[config.mk]
export PLATFORM = sky130hd
export DESIGN_NAME = kmp_pattern_matcher_core
export DESIGN_NICKNAME = d
export VERILOG_FILES = /design/src/rtl/kmp_pkg.sv /design/src/rtl/kmp_front.sv /design/src/rtl/kmp_queue.sv /design/src/rtl/kmp_back.sv /design/src/rtl/kmp_pattern_matcher_core.sv
export SDC_FILE = /design/constraint.sdc
export NUM_CORES = 1
export LEC_CHECK = 0
export BUFFER_PORTS_ARGS = -buffer_cell sky130_fd_sc_hd__buf_2
export CAP_MARGIN = 20
export CORE_MARGIN = 3
export CORE_UTILIZATION = 56
export DETAILED_ROUTE_END_ITERATION = 12
export GPL_ROUTABILITY_DRIVEN = 1
export GPL_TIMING_DRIVEN = 1
export PLACE_DENSITY = 0.77
export RECOVER_POWER = 50
export SYNTH_ARGS = -nofsm -noshare
export SYNTH_HDL_FRONTEND = slang
export SYNTH_HIERARCHICAL = 1
export SYNTH_SLANG_ARGS = --single-unit
[constraint.sdc]
create_clock -name clk -period 6.2 [get_ports clk]
set_input_delay 1.24 -clock clk [delete_from_list [all_inputs] [get_ports clk]]
set_output_delay 1.24 -clock clk [all_outputs]
set_load 0.05 [all_outputs]
[src/rtl/kmp_pkg.sv]
`timescale 1ns / 1ps
`default_nettype none

package kmp_pkg;

	localparam int BYTE_W     = 8;
	localparam int POS_W      = 5;
	localparam int TAB_W      = 4;
	localparam int PAT_IDX_W  = 4;
	localparam int PAT_W      = 128;
	localparam int HALF_W     = 64;
	localparam int START_W    = 32;
	localparam int CFG_IDX_W  = 2;
	localparam int CFG_DATA_W = 64;

	localparam int QUEUE_DEPTH = 2;
	localparam int QPTR_W      = 1;
	localparam int QCNT_W      = 2;

	localparam logic [CFG_IDX_W-1:0] REG_LEN    = 2'd0;
	localparam logic [CFG_IDX_W-1:0] REG_PAT_LO = 2'd1;
	localparam logic [CFG_IDX_W-1:0] REG_PAT_HI = 2'd2;

	typedef struct packed {
		logic [BYTE_W-1:0] text_byte;
		logic              first_of_text;
	} kmp_in_t;

	typedef struct packed {
		logic               match_found;
		logic [START_W-1:0] match_start;
		logic               index_overflow;
	} kmp_out_t;

	// queue entry: byte plus everything the front already worked out
	typedef struct packed {
		logic [BYTE_W-1:0]  text_byte;
		logic               first_of_text;
		logic [START_W-1:0] start;
		logic               ovf;
	} kmp_qent_t;

	typedef struct packed {
		logic [PAT_W-1:0] pattern;
		logic [POS_W-1:0] len;
		logic             rebuild;
	} kmp_cfg_t;

	function automatic logic [BYTE_W-1:0] pat_byte(input logic [PAT_W-1:0] pat,
		input logic [PAT_IDX_W-1:0] idx);
		return pat[{idx, 3'b000} +: BYTE_W];
	endfunction

endpackage

`default_nettype wire

[src/rtl/kmp_front.sv]
`timescale 1ns / 1ps
`default_nettype none

module kmp_front #(
	parameter int INDEX_WIDTH = 32
) (
	input  wire                                  clk,
	input  wire                                  arst_n,
	input  wire                                  txt_valid,
	input  wire kmp_pkg::kmp_in_t                txt_item,
	output logic                                 txt_stall,
	input  wire logic [kmp_pkg::POS_W-1:0]       len,
	input  wire                                  q_full,
	output logic                                 q_push,
	output kmp_pkg::kmp_qent_t                   q_data
);

	localparam int CUT_W = (INDEX_WIDTH < kmp_pkg::START_W) ? INDEX_WIDTH : kmp_pkg::START_W;

	logic [INDEX_WIDTH-1:0] idx_q;
	logic                   ovf_q;
	logic [INDEX_WIDTH-1:0] cur_idx;
	logic                   cur_ovf;
	logic [INDEX_WIDTH-1:0] diff;

	assign txt_stall = q_full;
	assign q_push    = txt_valid && !q_full;

	always_comb begin
		cur_idx = txt_item.first_of_text ? '0 : idx_q;
		cur_ovf = txt_item.first_of_text ? 1'b0 : ovf_q;
		diff    = cur_idx - INDEX_WIDTH'(len - kmp_pkg::POS_W'(1));
	end

	always_comb begin
		q_data.text_byte     = txt_item.text_byte;
		q_data.first_of_text = txt_item.first_of_text;
		q_data.start         = kmp_pkg::START_W'(diff[CUT_W-1:0]);
		q_data.ovf           = cur_ovf;
	end

	// index saturates at all ones; the overflow flag shows from the next byte on
	always_ff @(posedge clk or negedge arst_n) begin
		if (!arst_n) begin
			idx_q <= '0;
			ovf_q <= 1'b0;
		end else if (q_push) begin
			if (&cur_idx) begin
				idx_q <= cur_idx;
				ovf_q <= 1'b1;
			end else begin
				idx_q <= cur_idx + INDEX_WIDTH'(1);
				ovf_q <= cur_ovf;
			end
		end
	end

endmodule

`default_nettype wire

[src/rtl/kmp_queue.sv]
`timescale 1ns / 1ps
`default_nettype none

module kmp_queue (
	input  wire                      clk,
	input  wire                      arst_n,
	input  wire                      push,
	input  wire kmp_pkg::kmp_qent_t  push_data,
	input  wire                      pop,
	output kmp_pkg::kmp_qent_t       pop_data,
	output logic                     full,
	output logic                     not_empty
);

	kmp_pkg::kmp_qent_t              mem_q [kmp_pkg::QUEUE_DEPTH];
	logic [kmp_pkg::QPTR_W-1:0]      wr_ptr_q;
	logic [kmp_pkg::QPTR_W-1:0]      rd_ptr_q;
	logic [kmp_pkg::QCNT_W-1:0]      cnt_q;

	assign full      = (cnt_q == kmp_pkg::QCNT_W'(kmp_pkg::QUEUE_DEPTH));
	assign not_empty = (cnt_q != '0);
	assign pop_data  = mem_q[rd_ptr_q];

	always_ff @(posedge clk) begin
		if (push) begin
			mem_q[wr_ptr_q] <= push_data;
		end
	end

	always_ff @(posedge clk or negedge arst_n) begin
		if (!arst_n) begin
			wr_ptr_q <= '0;
			rd_ptr_q <= '0;
			cnt_q    <= '0;
		end else begin
			if (push) begin
				wr_ptr_q <= wr_ptr_q + kmp_pkg::QPTR_W'(1);
			end
			if (pop) begin
				rd_ptr_q <= rd_ptr_q + kmp_pkg::QPTR_W'(1);
			end
			if (push && !pop) begin
				cnt_q <= cnt_q + kmp_pkg::QCNT_W'(1);
			end else if (pop && !push) begin
				cnt_q <= cnt_q - kmp_pkg::QCNT_W'(1);
			end
		end
	end

endmodule

`default_nettype wire

[src/rtl/kmp_back.sv]
`timescale 1ns / 1ps
`default_nettype none

module kmp_back #(
	parameter int PATTERN_MAX = 16
) (
	input  wire                      clk,
	input  wire                      arst_n,
	input  wire kmp_pkg::kmp_cfg_t   cfg,
	input  wire                      q_valid,
	input  wire kmp_pkg::kmp_qent_t  q_data,
	output logic                     q_pop,
	output logic                     res_valid,
	input  wire                      res_stall,
	output kmp_pkg::kmp_out_t        res_item
);

	localparam int TAB_AW = (PATTERN_MAX > 1) ? $clog2(PATTERN_MAX) : 1;

	localparam logic [1:0] ST_BINIT = 2'd0;
	localparam logic [1:0] ST_BLOOP = 2'd1;
	localparam logic [1:0] ST_IDLE  = 2'd2;
	localparam logic [1:0] ST_STEP  = 2'd3;

	logic [1:0]                     state_q;
	logic [kmp_pkg::TAB_W-1:0]      ft_q [PATTERN_MAX];
	logic [kmp_pkg::POS_W-1:0]      pos_q;
	logic [kmp_pkg::POS_W-1:0]      bi_q;
	logic [kmp_pkg::TAB_W-1:0]      bt_q;
	logic [kmp_pkg::BYTE_W-1:0]     c_q;
	logic [kmp_pkg::START_W-1:0]    start_q;
	logic                           ovf_q;
	logic                           res_valid_q;
	kmp_pkg::kmp_out_t              res_q;

	logic [kmp_pkg::POS_W-1:0]      rd_addr;
	logic [kmp_pkg::TAB_W-1:0]      ft_rd;
	logic [kmp_pkg::BYTE_W-1:0]     pat_i;
	logic [kmp_pkg::BYTE_W-1:0]     pat_t;
	logic [kmp_pkg::BYTE_W-1:0]     pat_p;
	logic                           b_back;
	logic [kmp_pkg::TAB_W-1:0]      b_val;
	logic                           m_back;
	logic [kmp_pkg::POS_W-1:0]      pos_fin;
	logic                           out_free;
	logic                           emit;
	logic [kmp_pkg::POS_W-1:0]      pos_load;

	// one read port on the border table, shared by build and match
	always_comb begin
		if (state_q == ST_BLOOP) begin
			rd_addr = kmp_pkg::POS_W'(bt_q) - kmp_pkg::POS_W'(1);
		end else begin
			rd_addr = pos_q - kmp_pkg::POS_W'(1);
		end
		ft_rd = ft_q[rd_addr[TAB_AW-1:0]];
	end

	always_comb begin
		pat_i  = kmp_pkg::pat_byte(cfg.pattern, bi_q[kmp_pkg::PAT_IDX_W-1:0]);
		pat_t  = kmp_pkg::pat_byte(cfg.pattern, bt_q);
		pat_p  = kmp_pkg::pat_byte(cfg.pattern, pos_q[kmp_pkg::PAT_IDX_W-1:0]);
		b_back = (bt_q != '0) && (pat_i != pat_t);
		b_val  = (pat_i == pat_t) ? bt_q + kmp_pkg::TAB_W'(1) : '0;
		// full match or mismatch on a partial match: fall back one border
		m_back = (pos_q == cfg.len) || ((pos_q != '0) && (pat_p != c_q));
		pos_fin = pos_q + ((pat_p == c_q) ? kmp_pkg::POS_W'(1) : '0);
		out_free = !res_valid_q || !res_stall;
		emit     = (state_q == ST_STEP) && !m_back && out_free;
		q_pop    = (state_q == ST_IDLE) && q_valid && !cfg.rebuild;
		if (q_data.first_of_text || (pos_q > cfg.len)) begin
			pos_load = '0;
		end else begin
			pos_load = pos_q;
		end
	end

	always_ff @(posedge clk) begin
		if (state_q == ST_BINIT) begin
			ft_q[0] <= '0;
		end else if (state_q == ST_BLOOP && !b_back) begin
			ft_q[bi_q[TAB_AW-1:0]] <= b_val;
		end
	end

	always_ff @(posedge clk) begin
		if (q_pop) begin
			c_q     <= q_data.text_byte;
			start_q <= q_data.start;
			ovf_q   <= q_data.ovf;
		end
		if (emit) begin
			res_q.match_found    <= (pos_fin == cfg.len);
			res_q.match_start    <= (pos_fin == cfg.len) ? start_q : '0;
			res_q.index_overflow <= ovf_q;
		end
	end

	always_ff @(posedge clk or negedge arst_n) begin
		if (!arst_n) begin
			state_q <= ST_BINIT;
			pos_q   <= '0;
			bi_q    <= '0;
			bt_q    <= '0;
		end else if (cfg.rebuild) begin
			state_q <= ST_BINIT;
			pos_q   <= '0;
		end else begin
			case (state_q)
				ST_BINIT: begin
					bi_q <= kmp_pkg::POS_W'(1);
					bt_q <= '0;
					state_q <= (cfg.len == kmp_pkg::POS_W'(1)) ? ST_IDLE : ST_BLOOP;
				end
				ST_BLOOP: begin
					if (b_back) begin
						bt_q <= ft_rd;
					end else begin
						bt_q <= b_val;
						bi_q <= bi_q + kmp_pkg::POS_W'(1);
						if (bi_q + kmp_pkg::POS_W'(1) == cfg.len) begin
							state_q <= ST_IDLE;
						end
					end
				end
				ST_IDLE: begin
					if (q_pop) begin
						pos_q   <= pos_load;
						state_q <= ST_STEP;
					end
				end
				ST_STEP: begin
					if (m_back) begin
						pos_q <= kmp_pkg::POS_W'(ft_rd);
					end else if (out_free) begin
						pos_q   <= pos_fin;
						state_q <= ST_IDLE;
					end
				end
				default: begin
					state_q <= ST_BINIT;
				end
			endcase
		end
	end

	always_ff @(posedge clk or negedge arst_n) begin
		if (!arst_n) begin
			res_valid_q <= 1'b0;
		end else if (emit) begin
			res_valid_q <= 1'b1;
		end else if (!res_stall) begin
			res_valid_q <= 1'b0;
		end
	end

	assign res_valid = res_valid_q;
	assign res_item  = res_q;

endmodule

`default_nettype wire

[src/rtl/kmp_pattern_matcher_core.sv]
// A byte's result passes through the two-entry queue, the back IDLE and STEP states (STEP
// walks each border fallback) and the output register; a new byte is popped only once the
// last result is registered. Fallbacks total at most one per byte. The back engine rebuilds
// the border table after reset and after every write to a known register; bytes taken
// meanwhile wait in the two-entry queue. Reset (arst_n low, asynchronous): registers to
// length 1 / zero pattern, index, overflow, match position and all handshake state cleared.
`timescale 1ns / 1ps
`default_nettype none

module kmp_pattern_matcher_core #(
	parameter int PATTERN_MAX = 16,
	parameter int INDEX_WIDTH = 32
) (
	input  wire                                     clk,
	input  wire                                     arst_n,
	// text channel
	input  wire                                     txt_valid,
	output logic                                    txt_stall,
	input  wire kmp_pkg::kmp_in_t                   txt_item,
	// result channel
	output logic                                    res_valid,
	input  wire                                     res_stall,
	output kmp_pkg::kmp_out_t                       res_item,
	// register writes
	input  wire                                     cfg_valid,
	output logic                                    cfg_ready,
	input  wire logic [kmp_pkg::CFG_IDX_W-1:0]      cfg_index,
	input  wire logic [kmp_pkg::CFG_DATA_W-1:0]     cfg_data
);

	logic [kmp_pkg::POS_W-1:0]  len_q;
	logic [kmp_pkg::HALF_W-1:0] pat_lo_q;
	logic [kmp_pkg::HALF_W-1:0] pat_hi_q;
	logic [kmp_pkg::POS_W-1:0]  eff_len;
	logic                       cfg_hit;
	kmp_pkg::kmp_cfg_t          cfg;

	logic                       q_full;
	logic                       q_push;
	kmp_pkg::kmp_qent_t         q_wdata;
	logic                       q_pop;
	kmp_pkg::kmp_qent_t         q_rdata;
	logic                       q_valid;

	// writes are always taken; software must only write while the block is drained (unchecked)
	assign cfg_ready = 1'b1;
	assign cfg_hit   = cfg_valid && (cfg_index inside {kmp_pkg::REG_LEN, kmp_pkg::REG_PAT_LO,
		kmp_pkg::REG_PAT_HI});

	always_ff @(posedge clk or negedge arst_n) begin
		if (!arst_n) begin
			len_q    <= kmp_pkg::POS_W'(1);
			pat_lo_q <= '0;
			pat_hi_q <= '0;
		end else if (cfg_valid) begin
			case (cfg_index)
				kmp_pkg::REG_LEN:    len_q    <= cfg_data[kmp_pkg::POS_W-1:0];
				kmp_pkg::REG_PAT_LO: pat_lo_q <= cfg_data;
				kmp_pkg::REG_PAT_HI: pat_hi_q <= cfg_data;
				default: begin
				end
			endcase
		end
	end

	// length zero acts as one, anything past the table depth as the depth
	always_comb begin
		if (len_q == '0) begin
			eff_len = kmp_pkg::POS_W'(1);
		end else if (len_q > kmp_pkg::POS_W'(PATTERN_MAX)) begin
			eff_len = kmp_pkg::POS_W'(PATTERN_MAX);
		end else begin
			eff_len = len_q;
		end
		cfg.pattern = {pat_hi_q, pat_lo_q};
		cfg.len     = eff_len;
		cfg.rebuild = cfg_hit;
	end

	// front: takes bytes, tracks text index / overflow, precomputes match start
	kmp_front #(
		.INDEX_WIDTH(INDEX_WIDTH)
	) u_front (
		.clk       (clk),
		.arst_n    (arst_n),
		.txt_valid (txt_valid),
		.txt_item  (txt_item),
		.txt_stall (txt_stall),
		.len       (eff_len),
		.q_full    (q_full),
		.q_push    (q_push),
		.q_data    (q_wdata)
	);

	kmp_queue u_queue (
		.clk       (clk),
		.arst_n    (arst_n),
		.push      (q_push),
		.push_data (q_wdata),
		.pop       (q_pop),
		.pop_data  (q_rdata),
		.full      (q_full),
		.not_empty (q_valid)
	);

	// back: border table build and the KMP match walk, output register
	kmp_back #(
		.PATTERN_MAX(PATTERN_MAX)
	) u_back (
		.clk       (clk),
		.arst_n    (arst_n),
		.cfg       (cfg),
		.q_valid   (q_valid),
		.q_data    (q_rdata),
		.q_pop     (q_pop),
		.res_valid (res_valid),
		.res_stall (res_stall),
		.res_item  (res_item)
	);

endmodule

`default_nettype wire

* Yosys cells after proc, flatten, opt, wreduce, memory -nomap -nowiden
Memories as Yosys holds them, arrays and structs flattened.
Cells that the tools add are included.
Widths: inputs -> output; s select.
** Operators by class
- Order comparisons :: 2
- Divide/modulo/power cells :: 0
- Add/sub/neg operators :: 12
- Reduce and logical (&&, ||, !) cells :: 41
- Eq/ne operators :: 23
- Bitwise gates (word level) :: 1
- Multiply operators :: 0
- Shifts and indexed selects :: 3
- Mux-type cells :: 41
** Operator list (number)
- $shiftx 128x8->8 :: 3
- $mux 32 :: 2
- $mux 5 :: 8
- $add 32x1->32 const B :: 1
- $reduce_and 32->1 :: 1
- $sub 32x32->32 :: 1
- $mux 4 :: 5
- $pmux 5 s2 :: 2
- $mux 2 :: 9
- $eq 8x8->1 :: 2
- $ne 8x8->1 :: 2
- $eq 5x5->1 :: 3
- $ne 3x3->1 const B :: 5
- $mux 1 :: 13
- $logic_and 1x1->1 :: 11
- $eq 2x2->1 const B :: 4
- $logic_not 1->1 :: 8
- $pmux 2 s4 :: 1
- $pmux 4 s2 :: 1
- $reduce_and 2->1 :: 4
- $sub 4x1->4 const B :: 2
- $reduce_bool 2->1 :: 3
- $reduce_bool 3->1 :: 2
- $sub 5x1->6 const B :: 1
- other kinds (24) :: 29
** Word-level totals
- Bits in registers :: 262
- Memory bits (writable) :: 148
- Bits in latches :: 0
- Memories :: 2
- Word-level logic and storage cells :: 144
- Output and inout bits :: 37
- ROM bits :: 0
- Input port bits :: 80
** Memories
- u_queue.mem_q :: words 2, width 42, read ports 1, clocked after memory_dff 0, write ports 1, line kmp_queue.sv:15 : kmp_pkg::kmp_qent_t mem_q [kmp_pkg::QUEUE_DEPTH];
- u_back.ft_q :: words 16, width 4, read ports 1, clocked after memory_dff 0, write ports 1, line kmp_back.sv:26 : logic [kmp_pkg::TAB_W-1:0] ft_q [PATTERN_MAX];

* Depth between registers and ports, before layout
Gate-level depths: netlist of the first run.
- Depth in word-level cells :: 10
- Depth in mapped cells :: 19
- Gate-level depth less buffers :: 16

* Hierarchy
The synthesis of the first run kept the hierarchy.
** Modules (own cells, without submodules)
- kmp_back :: times used 1, cells each 699, area each 10269.8 um2, sequential area each 4599.4 um2
- kmp_pattern_matcher_core :: times used 1, cells each 293, area each 5511.5 um2, sequential area each 3329.4 um2
- kmp_front :: times used 1, cells each 524, area each 4051.4 um2, sequential area each 825.8 um2
- kmp_queue :: times used 1, cells each 147, area each 3422.0 um2, sequential area each 2622.5 um2

* Worst setup path after synthesis of the first run
Ideal clock, no wire load.
- Path type :: input port to flip-flop
- Start point :: input port cfg_valid
- End point :: register u_queue/cnt_q[1] in the netlist's numbering
- Stages on the path :: 8
- Data arrival time :: 6.727 ns
- Path buffers :: 1
- Library setup time :: 0.079 ns
- Setup slack :: -0.606 ns
- Required time :: 6.121 ns
- Cell sequence :: a21boi_0 clkbuf_1 nor4bb_1 inv_1 ha_1 xor2_1 nor2_1 xor2_1
** On the way
- Cells in the longest elaborated chain, start to end :: 6
- Elaborated cells on any way between the ends :: 8
- Classes of those cells :: mux (1); reduce/logical (7)
** Ends and longest elaborated chain
- start, declared :: line kmp_pattern_matcher_core.sv:25 : input wire cfg_valid,
- $logic_and 1x1->1 * :: line kmp_pattern_matcher_core.sv:47 : assign cfg_hit = cfg_valid && (cfg_index inside {kmp_pkg::REG_LEN, kmp_pkg::REG_PAT_LO,
- $logic_not 1->1 * :: line kmp_back.sv:70 : q_pop = (state_q == ST_IDLE) && q_valid && !cfg.rebuild;
- $logic_and 1x1->1 * :: line kmp_back.sv:70
- via q_pop :: line kmp_pattern_matcher_core.sv:41 : logic q_pop;
- $logic_not 1->1 :: line kmp_queue.sv:42 : if (push && !pop) begin
- $logic_and 1x1->1 :: line kmp_queue.sv:42
- $mux 2 or $reduce_bool 2->1 (tied branches)
- end signal, assigned :: line kmp_queue.sv:43 : cnt_q <= cnt_q + kmp_pkg::QCNT_W'(1);
- end signal, assigned :: line kmp_queue.sv:45 : cnt_q <= cnt_q - kmp_pkg::QCNT_W'(1);
- end, declared :: line kmp_queue.sv:18 : logic [kmp_pkg::QCNT_W-1:0] cnt_q;
The timed path passes the listed nets; every way through them passes the cells marked *.
A chain may end at the register's enable or synchronous reset.

==> impl_metrics.yaml, run 1 <==
sta:
  rsz0062_at_grt: "no"
  period_share_pct: 84.9
  min_period_ns: 5.26
  final_max_slew_viol_count: 146
  worst_pin_slew_ns: 2.67
  relSlewSlack_pct: -78.1
  tns_ns: 0
  fmax_ghz: 0.190
  hold_viol_final: 0
  skew_ns: 0.0221
  setup_viol_count_final: 0
synthesis:
  synth_seq_cells: 410
  syn_area_um2: 23300
  synth_cells: 1663
  synth_top_area_cell: "edfxtp_1"
  synth_top_area_share_pct: 28.8
  synth_edf_count: 223
  synth_warnings: 6
  seq_area_frac_synth_pct: 48.9
  syn_nets: 1778
  dominantRegCellSynth: "edfxtp_1"
  ys_async_sr_fraction_pct: 45.6
  syn_avg_cell_area_um2: 14.0
  synth_area_leaders: "edfxtp_1 (29%), dfrtp_1 (20%), mux2_4 (10%), mux4_2 (7.1%), mux4_1 (2.8%)"
  yosysUniqueCellTypes: 104
worst_setup_path:
  crit_arrival_ns: 5.57
  path_class: "reg -> reg"
  crit_fanout: 37
  cp-start-kind: "flip-flop"
  critPathCaptureType: "flip-flop"
  crit_required_ns: 6.51
clock_tree:
  clockBufferDepth: 3
  clk_pin_slew_ns: 0.06
  cts.repair.resized: 0
  cts_tree: "yes"
  cts-root-buf: "clkbuf_16"
  clk_latency_ns: 0.58
  clock_sinks: 410
  cts_hold_buf: 0
  cts_setup_buffers: 0
  h-tree-depth: 2
  numCtsBuffers: 44
global_route:
  grt_overflow: 0
  grtUsageTotal_pct: 24.5
  grt_max_degree: 101
  grt_pass1_wl_um: 84900
  grt_pass1_vias: 14800
  grt_antenna_before_repair: 2
cells_and_area:
  diodes: 0
  nets: 1861
  drive_above_1_share_pct: 23.9
  area_growth_syn_to_layout_pct: 6.88
  finalNonFillerCells: 2312
  final_common_cell: "edfxtp_1"
  layout_common_cells: "edfxtp_1 (223), dfrtp_1 (182), buf_2 (104)"
floorplan:
  coreArea_um2: 40900
  fp.dieH_um: 210
  die_w_um: 210
  std_cell_rows: 74
  die_area_um2: 44000
  ioPinCount: 117
  start_util_pct: 56.8
detailed_routing:
  viasPerCell: 6.31
  first_iter_violations: 1444
  dr.pass1.iters: 5
  drt_wl_total_um: 54100
  wire_per_inst_um: 23.4
  final_antenna_net_count: 0
  via_count: 14600
  drc_errors: 0
power_and_ir_drop:
  power.density_nw_per_um2: 389
  p_leak_nw: 9.54
  vdd_drop_max_mv: 0.246
placed_design:
  portBuffers: 115
  gp_congestion: 0.900
  hpwl_um: 37000
  numPlacedInstances: 2229
min_path:
  hold_path_class: "reg -> reg"
run_status:
  violations: "capacitance limit, slew limit"
  status: "finished, violations left"
job:
  drv_cap: 4
-- cell type report --
| cell class | instances | area [µm²] |
|---|---|---|
| multi-input cells | 1107 | 10500 |
| repair buffers | 145 | 776 |
| fillers | 3151 | 16100 |
| well taps | 532 | 666 |
| clock buffers | 59 | 1190 |
| inverters | 38 | 145 |
| clock inverters | 21 | 194 |
| flip-flops and latches | 410 | 11400 |
-- cells by family after synthesis --
family	share of synthesized area, %
flip-flops	48.9
buffers and inverters	4.63
AND/OR/NAND/NOR	9.44
adder cells (fa/ha/maj)	1.92
XOR/XNOR	4.26
AO/OA/AOI/OAI	7.57
other	0.0161
multiplexers	23.3
-- state kept, by name (all words and copies together) (netlist names), 2 cells and up --
register / flops
u_back/ft_q: 64
u_back/bt_q: 4
u_queue/cnt_q: 2
u_back/res_item: 34
u_back/pos_q: 5
len_q: 5
u_back/bi_q: 5
u_back/c_q: 8
u_back/start_q: 32
pat_lo_q: 64
u_front/idx_q: 32
pat_hi_q: 64
u_back/state_q: 2
u_queue/mem_q: 84
-- worst max-delay path: stages, from the launching register on --
cell and delay [ns]:
dfrtp_1 0.58, nor2b_1 0.29, or3_1 0.63, nor2_8 0.52
inv_1 0.38, ha_1 0.48, nand4_1 0.16, nor2_1 0.18
o311a_1 0.21, o31ai_1 0.14, a211oi_2 0.34, a211oi_2 0.11
o41ai_2 0.39, a22oi_1 0.15, or3_1 0.41
-- through the flow --
step | worst slack, ns | utilization [%] | power (W) | hold slack [ns] | instance area [µm²]
2_1_floorplan | 1.02 | - | 0.00662 | 0.400 | 23300
3_3_place_gp | 1.28 | 58.2 | 0.00725 | 0.414 | 23800
3_5_place_dp | 1.02 | 58.2 | 0.00735 | 0.417 | 23800
4_1_cts | 1.01 | 61.6 | 0.00991 | 0.421 | 25200
5_1_grt | 0.606 | 60.7 | 0.0101 | 0.435 | 24900
6_report | 0.935 | 60.7 | 0.00968 | 0.418 | 24900
-- cells in the mapped netlist, types with 11 or more instances --
master    instances
a21oi_1          35
a221oi_1         11
a22o_1           19
a31oi_1          13
and2_1           40
buf_2            15
buf_4            20
buf_6            28
clkbuf_1         26
dfrtp_1         186
edfxtp_1        223
ha_1             34
inv_1            35
mux2_2           28
mux2_4          159
mux2i_1          39
mux4_1           25
mux4_2           73
nand2_1          92
nand2b_1         13
nand3_1          36
nand4_1          26
nor2_1           71
nor2b_1          41
nor3_1           23
nor4_1           14
o21ai_0          33
o22ai_1          13
xnor2_1          71
xor2_1           42
-- final timing paths --
check,start,end,slack [ns],cells after the start
max in group asynchronous,arst_n,pat_hi_q[39],4.44,2
worst min-delay path,u_back/ovf_q,u_back/res_item[0],0.42,0
worst max register to register,len_q[4],u_queue/mem_q[0][32],0.94,14
worst min register to register,u_back/ovf_q,u_back/res_item[0],0.42,0
worst max-delay path,len_q[4],u_queue/mem_q[0][32],0.94,14
min in group asynchronous,arst_n,u_front/idx_q[5],0.75,1
-- layer usage --
layer / part of all wire [%] / global-route usage [%] / vias up
li1: - / - / 6498
met1: 41 / 33.0 / 7366
met2: 49 / 40.5 / 599
met3: 6.7 / 3.95 / 135
met4: 3.7 / 9.26 / 2
met5: 0.024 / 0 / -
-- where the power goes --
group | total, W | leakage [nW] | switching, W | internal (W)
sequential | 0.00397 | 4.28 | 0.000444 | 0.00352
combinational | 0.00319 | 4.60 | 0.00180 | 0.00140
clock | 0.00252 | 0.657 | 0.00108 | 0.00144
total | 0.00968 | 9.54 | 0.00332 | 0.00636
Power figures use the tool's default switching activity.
==> run 2, diff against run 1 <==
--- a/config.mk
+++ b/config.mk
@@ -5,14 +5,15 @@
 export SDC_FILE = /design/constraint.sdc
 export NUM_CORES = 1
 export LEC_CHECK = 0
+export ABC_AREA = 1
 export BUFFER_PORTS_ARGS = -buffer_cell sky130_fd_sc_hd__buf_2
 export CAP_MARGIN = 20
 export CORE_MARGIN = 3
-export CORE_UTILIZATION = 56
+export CORE_UTILIZATION = 57
 export DETAILED_ROUTE_END_ITERATION = 12
 export GPL_ROUTABILITY_DRIVEN = 1
 export GPL_TIMING_DRIVEN = 1
-export PLACE_DENSITY = 0.77
+export PLACE_DENSITY = 0.78
 export RECOVER_POWER = 50
 export SYNTH_ARGS = -nofsm -noshare
 export SYNTH_HDL_FRONTEND = slang
==> constraint.sdc (replaced) <==
create_clock -name clk -period 4.75 [get_ports clk]
set_input_delay 0.95 -clock clk [delete_from_list [all_inputs] [get_ports clk]]
set_output_delay 0.95 -clock clk [all_outputs]
set_load 0.05 [all_outputs]
==> run 2 against run 1 <==
Final area increased by 7.4%. Worst hold slack got worse by 0.066 ns. Sequential share of layout area decreased by 3.2 points. Clock skew decreased by 0.0064 ns. The run still ends with capacitance limit, slew limit left. Register-to-register slack got worse by 0.37 ns. Synthesized cell count increased by 86%. Area after synthesis increased by 8.7%.
==> impl_metrics.yaml, run 2 <==
run_status:
  status: "finished, violations left"
  violations: "capacitance limit, slew limit"
placed_design:
  portBuffers: 115
  gp_congestion: 0.976
  place_ws_ns: 0.591
  hpwl_um: 52300
  numPlacedInstances: 3678
global_route:
  grt_pass1_vias: 20200
  grt_pass1_wl_um: 112000
  grt_max_degree: 92
  grtUsageTotal_pct: 30.4
  grt_antenna_before_repair: 0
  grt_overflow: 0
synthesis:
  synth_area_leaders: "edfxtp_1 (26%), dfrtp_1 (18%), nand2_1 (14%), nand3_1 (7.1%), inv_1 (5.9%)"
  synth_top_area_share_pct: 26.5
  synth_top_area_cell: "edfxtp_1"
  dominantRegCellSynth: "edfxtp_1"
  synth_cells: 3091
  seq_area_frac_synth_pct: 45.0
  syn_nets: 3206
  syn_avg_cell_area_um2: 8.18
  ys_async_sr_fraction_pct: 45.6
  synth_seq_cells: 410
  synth.most_common_cell: "nand2_1"
  yosys-top-cells-count: "nand2_1 (930), inv_1 (400), nand3_1 (361)"
  syn_area_um2: 25300
  yosysUniqueCellTypes: 63
  synth_edf_count: 223
  synth_warnings: 6
worst_setup_path:
  cp_top_family: "simple AND/OR/NAND/NOR gates"
  r2r_slack_ns: 0.56
  path_class: "reg -> reg"
  crit_required_ns: 5.17
  ff2ff_path_depth: 20
  path_common_cell: "nand2_1"
  crit_arrival_ns: 4.61
  path_cells: "buf_4, nand2_1, nand3_1, nand3_1, nand3_1, nand3b_1, nand2_1, nand2_1, nor2_1, nand2_1, inv_1, ha_1, ha_1, xor2_1, xor2_1, nor4b_1, inv_1, nor4_1, inv_1, nor2_1"
  cp-start-kind: "flip-flop"
  critPathCaptureType: "flip-flop"
  reg2reg_from: "u_back/pos_q[0]"
  slowest_delay_ns: 0.54
  r2r-end: "u_back/res_item[15]"
  crit_fanout: 41
  crit_buf_inv: 4
  slowest_stage: "inv_1"
cells_and_area:
  drive_above_1_share_pct: 9.60
  diodes: 0
  final_common_cell: "nand2_1"
  regMostFlops: "u_queue/mem_q"
  finalNonFillerCells: 3761
  area_growth_syn_to_layout_pct: 5.61
  nets: 3255
  largest_reg_flops: 84
  fill_cells: 3881
  register_area_um2: 11400
  layout_common_cells: "nand2_1 (930), inv_1 (400), nand3_1 (363)"
  multi_input_area_um2: 10700
sta:
  tns_ns: 0
  rsz0062_at_grt: "no"
  min_period_ns: 4.19
  hold_viol_final: 0
  setup_viol_count_final: 0
  final_max_slew_viol_count: 384
  fmax_ghz: 0.239
  worst_pin_slew_ns: 2.75
  skew_ns: 0.0157
  period_share_pct: 88.2
  relSlewSlack_pct: -83.0
  worst_slack_ns: 0.561
power_and_ir_drop:
  power_w: 0.0143
  power.density_nw_per_um2: 535
  p_leak_nw: 12.3
  vdd_drop_max_mv: 0.412
detailed_routing:
  wire_per_inst_um: 19.3
  dr.pass1.iters: 6
  viasPerCell: 5.69
  final_antenna_net_count: 0
  drt_wl_total_um: 72600
  via_count: 21400
  first_iter_violations: 2720
  drc_errors: 0
floorplan:
  ioPinCount: 117
  fp.dieH_um: 217
  std_cell_rows: 76
  die_area_um2: 46900
  die_w_um: 217
  coreArea_um2: 43500
  start_util_pct: 58.2
clock_tree:
  cts_hold_buf: 0
  h-tree-depth: 2
  clk_latency_ns: 0.59
  numCtsBuffers: 44
  cts_setup_buffers: 0
  clk_pin_slew_ns: 0.06
  cts.repair.resized: 0
  cts_tree: "yes"
  clockBufferDepth: 3
  cts-root-buf: "clkbuf_16"
  clock_sinks: 410
job:
  drv_cap: 7
min_path:
  hold_path_class: "in -> async"
==> run 2: changes by cell type in the layout (fill, tap and decap cells not counted), sizes merged, moves of 145 or more <==
| cell | before | now |
|---|---|---|
| o21ai | 37 | 224 |
| mux2 | 187 | 42 |
| nand3 | 36 | 369 |
| nor2 | 73 | 234 |
| nand2 | 92 | 955 |
| inv | 39 | 413 |
==> run 2: cells by family (layout without fill, tap and decap cells) <==
kind of cell / Yosys count / after routing / synth area share (%)
xor gates and xnor gates: 63 / 63 / 2.18
DFF: 410 / 410 / 45.0
adders and majority gates: 35 / 35 / 1.76
buffers and inverters: 566 / 651 / 10.6
muxes: 42 / 42 / 2.45
other: 1 / 1 / 0.0148
AOI/OAI and AO/OA: 365 / 365 / 10.3
and+or+nand+nor: 1609 / 1609 / 27.6
==> run 2: per-layer routing <==
| metal | up-vias | share of wire, % | global-route usage (%) |
|---|---|---|---|
| met2 | 997 | 43 | 44.8 |
| met1 | 10200 | 46 | 46.7 |
| met3 | 126 | 9.2 | 4.95 |
| met5 | - | 0 | 0 |
| met4 | 0 | 2.5 | 8.58 |
| li1 | 10100 | - | - |
==> run 2: worst register-to-register path, delay by kind of cell (launching register included) <==
kind / cells / cell delay [ns]
and+or+nand+nor: 12 / 1.88
adders and majority gates: 2 / 0.34
buffers and inverters: 4 / 1.07
DFF: 1 / 0.40
xor gates and xnor gates: 2 / 0.34
==> run 2: power by group <==
part | switching, W | leakage (nW) | internal [W]
Combinational | 0.00414 | 7.31 | 0.00171
Clock | 0.00148 | 0.705 | 0.00198
Sequential | 0.000434 | 4.29 | 0.00456
Total | 0.00605 | 12.3 | 0.00825
==> run 2: through the flow <==
step,hold WS [ns],util (%),cell area (µm²)
2_1_floorplan,0.400,-,25300
3_3_place_gp,0.402,59.6,25900
3_5_place_dp,0.410,59.6,25900
4_1_cts,0.358,63.0,27400
5_1_grt,0.379,61.4,26700
6_report,0.352,61.4,26700
==> run 2: layout make-up <==
class	count	share of cell area [%]
tap	585	2.74
clock buffer	62	4.56
timing repair buffer	155	3.21
sequential	410	42.6
inverter	414	5.86
multi-input combinational	2115	40.1
clock inverter	20	0.933
==> run 2: worst max path at each step <==
stage | start | slack (ns) | depth (start not counted) | end
floorplan | len_q[1] | 0.63 | 10 | u_back/res_item[0]
global placement | u_back/pos_q[0] | 0.73 | 21 | u_back/res_item[24]
detailed placement | u_back/pos_q[0] | 0.59 | 20 | u_back/res_item[13]
CTS | u_back/state_q[1] | 0.49 | 13 | u_back/bt_q[0]
global route | u_back/pos_q[1] | 0.18 | 21 | u_back/res_item[25]
finish | u_back/pos_q[0] | 0.56 | 20 | u_back/res_item[15]
